==> src/rtl/htq_ram.sv <==
`timescale 1ns / 1ps
// generic single-write, single-read synchronous ram with registered read data
// no dependencies

module htq_ram #(
  parameter int Width = 8,
  parameter int Depth = 256
) (
  input  logic                     clk_i,
  input  logic                     we_i,
  input  logic [$clog2(Depth)-1:0] waddr_i,
  input  logic [Width-1:0]         wdata_i,
  input  logic                     re_i,
  input  logic [$clog2(Depth)-1:0] raddr_i,
  output logic [Width-1:0]         rdata_o
);

  logic [Width-1:0] mem_q [Depth];
  logic [Width-1:0] rdata_q;

  always_ff @(posedge clk_i) begin
    if (we_i) begin
      mem_q[waddr_i] <= wdata_i;
    end
    if (re_i) begin
      rdata_q <= mem_q[raddr_i];
    end
  end

  assign rdata_o = rdata_q;

endmodule

==> config.mk <==
export PLATFORM = sky130hd
export DESIGN_NAME = htq_ram
export DESIGN_NICKNAME = d
export VERILOG_FILES = /design/src/rtl/htq_ram.sv
export SDC_FILE = /design/constraint.sdc
export NUM_CORES = 2
export LEC_CHECK = 0
export ABC_CLOCK_PERIOD_IN_PS = 2800
export BUFFER_PORTS_ARGS = -buffer_cell sky130_fd_sc_hd__buf_2
export CORE_ASPECT_RATIO = 0.5
export CORE_MARGIN = 2
export CORE_UTILIZATION = 45
export CTS_CLUSTER_DIAMETER = 50
export CTS_CLUSTER_SIZE = 28
export DETAILED_ROUTE_END_ITERATION = 8
export GPL_ROUTABILITY_DRIVEN = 0
export SYNTH_ARGS = -nofsm -noshare
export SYNTH_HDL_FRONTEND = slang
export SYNTH_SLANG_ARGS = --single-unit
==> constraint.sdc <==
create_clock -name clk_i -period 2.8 [get_ports clk_i]
set_input_delay 0.7 -clock clk_i [delete_from_list [all_inputs] [get_ports clk_i]]
set_output_delay 0.7 -clock clk_i [all_outputs]
set_load 0.005 [all_outputs]
# Word-level counts from Yosys, hierarchy flattened

Memory sizes are Yosys's and may differ from the RTL's. A register that Yosys moved wholly into a read port is not among the register bits.
Cells that the tools add are included.

Register bits: 0
Memory bits (writable): 2,048
Input port bits: 27
Output and inout bits: 8
Word-level logic and storage cells: 3
Memories: 1

Memories:

| memory | words | width | read ports | clocked after memory_dff | write ports | RTL line | RTL |
|---|---|---|---|---|---|---|---|
| mem_q  | 256   | 8     | 1          | 1                        | 1           | 18       | `logic [Width-1:0] mem_q [Depth];` |

Mux-type cells: 2

Operators by type and width:

| kind   | count |
|---|---|
| $mux 1 | 2 |

# Logic depth before layout (Yosys ltp)

Depth in word-level cells: 2
Mapped depth: 11
Depth with buffers taken out: 6

# Worst setup path before layout

OpenSTA, ideal clock, no wires.

Path kind: input to register
Start: input raddr_i[0]
End: register rdata_q[2], in the netlist rdata_o[2] (read register of mem_q) (data pin)
Library setup time: 269 ps
Arrival: 2,507 ps
Data required time: 2,531 ps
Slack: 24 ps
Stages on the path: 9
Path buffers: 4
Cells stage by stage: buf_6 -> buf_12 -> buf_8 -> buf_2 -> mux4_2 -> a22oi_1 -> a21oi_1 -> nor4_1 -> nor4_2

RTL lines:

| what               | RTL line | RTL |
|---|---|---|
| start: declaration | 14       | `input logic [$clog2(Depth)-1:0] raddr_i,` |
| end: declaration   | 19       | `logic [Width-1:0] rdata_q;` |

==> results by group <==
Run status
  – Status: completed

Cells and area
  – Layout cells sized above 1: 33.0%
  – Area of the multi-input gates: 16600 sq um
  – Fin cells: between 6000 and 7000
  – Seq. cell area: approximately 62000 sq um
  – Layout fillers: between 10000 and 15000
  – Area Growth Syn to Fin: 16.8%
  – NumNets Final: ~4400
  – Final core utilization: 52.8%

Global routing
  – Vias in the first global route: 40700
  – Largest net degree at the start of global routing: between 100 and 150
  – First-pass GRT wire length: 293000 microns
  – Gr usage total: 22.7%
  – GR Overflow Total: 0
  – Initial antenna violation count: 11

CTS
  – H-tree depth: 4
  – Number of buffers created by CTS: 134
  – Postcts setup bufs: 0
  – CTS tree: built
  – Post-CTS Hold Buffers: 0
  – Clock root buffer: clkbuf_16
  – Max Root-Sink Buffers: 3
  – Clock transition at the registers of the reported paths: roughly 100 ps
  – Insertion delay to the later sink of the worst-skew pair: 810 ps
  – Clock sinks: 2056

Pwr
  – Leakage: ~30 nW
  – Power Density: 633 nW/um^2
  – Sw Ratio: 22.4%
  – Reg power frac: 57.6%
  – Power share of the clock group: 36.2%
  – Comb pwr share: approximately 6.2%
  – Internal power: 45.7 mW
  – Total power: between 50 and 60 mW
  – Net Sw Power: 13.2 mW
  – VDD IR-drop max: 490 uV

Worst setup path
  – Worst setup endpoint: rdata_o[7]
  – Delay-heaviest family, CP: simple AND/OR/NAND/NOR gates
  – RR Endpoint: rdata_o[3]
  – CP required: 3300 ps
  – WP buf/inv: 4
  – Crit path DAT: 3240 ps
  – Setup crit end kind: flop
  – Crit-path slowest cell: nor4_2
  – WS Path Type: in -> reg
  – R2r setup slk: 150 ps
  – Slowest stage delay, CP: 690 ps
  – Crit path from: raddr_i[0]
  – Reg-to-Reg Start: mem_q[83][3]
  – CP Cell Sequence: buf_8 > buf_16 > buf_12 > buf_4 > mux2i_1 > o221ai_1 > a21oi_1 > nor3_1 > nor4_2 > nor4_1
  – Worst-case reg-to-reg path depth: 8
  – Max Fanout on Critical Path: 16
  – CP Depth: 10
  – CP startpoint kind: input pin

Floorplan
  – Core Footprint: 176000 sq um
  – Initial Utilization: a little under half
  – Die W: approximately 600 microns
  – DIE AREA: approximately 180000 sq um
  – # IOs: 35
  – Core Rows: 109
  – Die H: 301 microns

Yosys
  – Most common cell in the netlist: edfxtp_1
  – Post-synthesis register bit count: between 2000 and 2500
  – Mean Syn Cell Area: ~21 sq um
  – Synth async-reset ratio: 0%
  – Synth Area in Compound Gates: approximately 3.4%
  – Commonest cells in the netlist: edfxtp_1 (2056), mux4_2 (454), nor2_1 (282)
  – Synth area leader: edfxtp_1
  – Syn Nets: 3760
  – EDFF count, synth: 2056
  – Synth warn: 0
  – Sequential fraction of the synthesis area: 77.5%
  – Top cells by area, synth: edfxtp_1 (78%), mux4_2 (13%), mux2i_1 (1.7%)
  – Mux cell area share after synthesis: 14.6%
  – Post-synthesis simple-gate area fraction: 2.63%
  – Synth top area share: roughly 78%
  – Primary FF master, synth: edfxtp_1
  – Main combinational cell family by area after synthesis: multiplexers
  – Post-Synth XOR/XNOR Area: 0%
  – Yosys cell types: 54
  – Mapped Cells: about 3700
  – Adder and majority cell fraction of the synthesized area: 0%
  – Post-synthesis cell area: ~80000 sq um

STA
  – Final Hold Vio Count: 0
  – Fmax: 365 MHz
  – Worst Tran Pin Value: 978 ps
  – Final Setup Violations: 0
  – Period utilisation layout: 97.8%
  – Max Slew Vio Count: 0
  – Max-slew headroom: 34.8%
  – TNS Setup: 0 ps
  – Clock skew: 37.2 ps
  – RSZ-0062 raised after global routing: false
  – Min setup slack post-route: between 60 and 70 ps
  – Final Critical Period: 2740 ps

Place
  – Pre-CTS worst setup slack: -1180 ps
  – Placed Instances: 6662
  – Hpwl dp: 136000 microns
  – PortBufs: 34

Route
  – Via density: 5.90
  – ANT nets after route: 0
  – WL final: 204000 microns
  – Wire length per cell: a little under 30 microns
  – Initial drt markers: 5238
  – DRC Markers: 0
  – Drt pass-1 iters: 5
  – DR vias: roughly 41000

Min path
  – Hold path depth: 1
  – Min-Delay Path Class: in -> reg

Job
  – Max-cap viol count: 0
[layer usage]
layer	vias up	wire, microns	share of wire, %	track usage (%)
met3	228	17900	8.8	4.88
met4	4	3740	1.8	4.84
met1	21800	87900	43	33.6
met2	1706	94700	46	35.0
met5	-	29	0.014	0
li1	17000	-	-	-
[worst min-delay path by stage]
stage,start,endpoint,slack (ps)
2_1_floorplan,wdata_i[0],mem_q[0][0],800
3_3_place_gp,wdata_i[4],mem_q[210][4],1120
3_5_place_dp,wdata_i[1],mem_q[12][1],1130
4_1_cts,wdata_i[1],mem_q[15][1],240
5_1_grt,wdata_i[1],mem_q[15][1],240
6_report,wdata_i[1],mem_q[14][1],280
[layout make-up]
type	count	share of cell area, %
sequential	2056	66.4
tap	2386	3.21
clock buffer	147	3.77
multi-input combinational	1442	17.8
inverter	2	0.00807
timing repair buffer	777	7.61
clock inverter	94	1.17
antenna	4	0.0108
[logic make-up (layout without fill, tap and decap cells)]
group,Yosys count,count (layout)
AOI/OAI and AO/OA,385,385
buffers and inverters,235,1020
DFF,2056,2056
muxes,591,591
other,0,4
and+or+nand+nor,466,466
[placed cells by master (no fill, tap or decap), types with 8 or more instances in the layout]
cell type,synthesis,layout
a21oi_1,96,96
clkinvlp_4,0,14
inv_6,0,15
nor2_1,282,279
a22oi_1,133,133
nor2b_1,31,28
o21ai_0,10,10
clkbuf_1,111,8
o22ai_1,28,28
nand3_1,34,34
buf_2,31,23
nand2_1,33,33
nor3_1,22,18
a211oi_1,16,14
edfxtp_1,2056,2056
buf_12,8,95
clkinv_8,0,12
mux4_2,454,454
nand2b_1,8,8
a22o_1,8,8
inv_8,0,13
clkinv_2,0,11
o211ai_1,10,10
nor4_1,24,18
a221oi_1,13,12
clkbuf_16,0,140
buf_4,27,645
nand4_1,10,10
clkinv_1,1,8
bufinv_16,0,8
o221ai_1,46,46
mux2i_1,134,134
[state kept, by name, summed over array words and instances, names as in the netlist]
signal and count:
mem_q 2048, rdata_o 8
[stage by stage]
stage / area [sq um] / hold WS (ps)
5_1_grt: 93000 / 244
3_3_place_gp: 88200 / 1120
6_report: 93000 / 280
4_1_cts: 92900 / 242
3_5_place_dp: 88200 / 1130
2_1_floorplan: 79600 / 799
[power groups by stage]
| stage | Clock (mW) | Sequential [mW] | Combinational (mW) |
|---|---|---|---|
| finish | 21.3 | 33.9 | 3.66 |
| global route | 22.8 | 33.9 | 3.86 |
| CTS | 21.7 | 33.9 | 3.66 |
| detailed placement | 0 | 34.6 | 3.64 |
| global placement | 0 | 34.6 | 3.58 |
| floorplan | 0 | 34.6 | 1.65 |
[what timing repair did]
action                                  4_1_cts  5_1_grt
cloned                                        0        1
resized for setup                            13        9
endpoints found under the setup margin        6        5
pin swaps                                     0        2
endpoints found under the hold margin         0        0
Power figures use the tool's default switching activity.
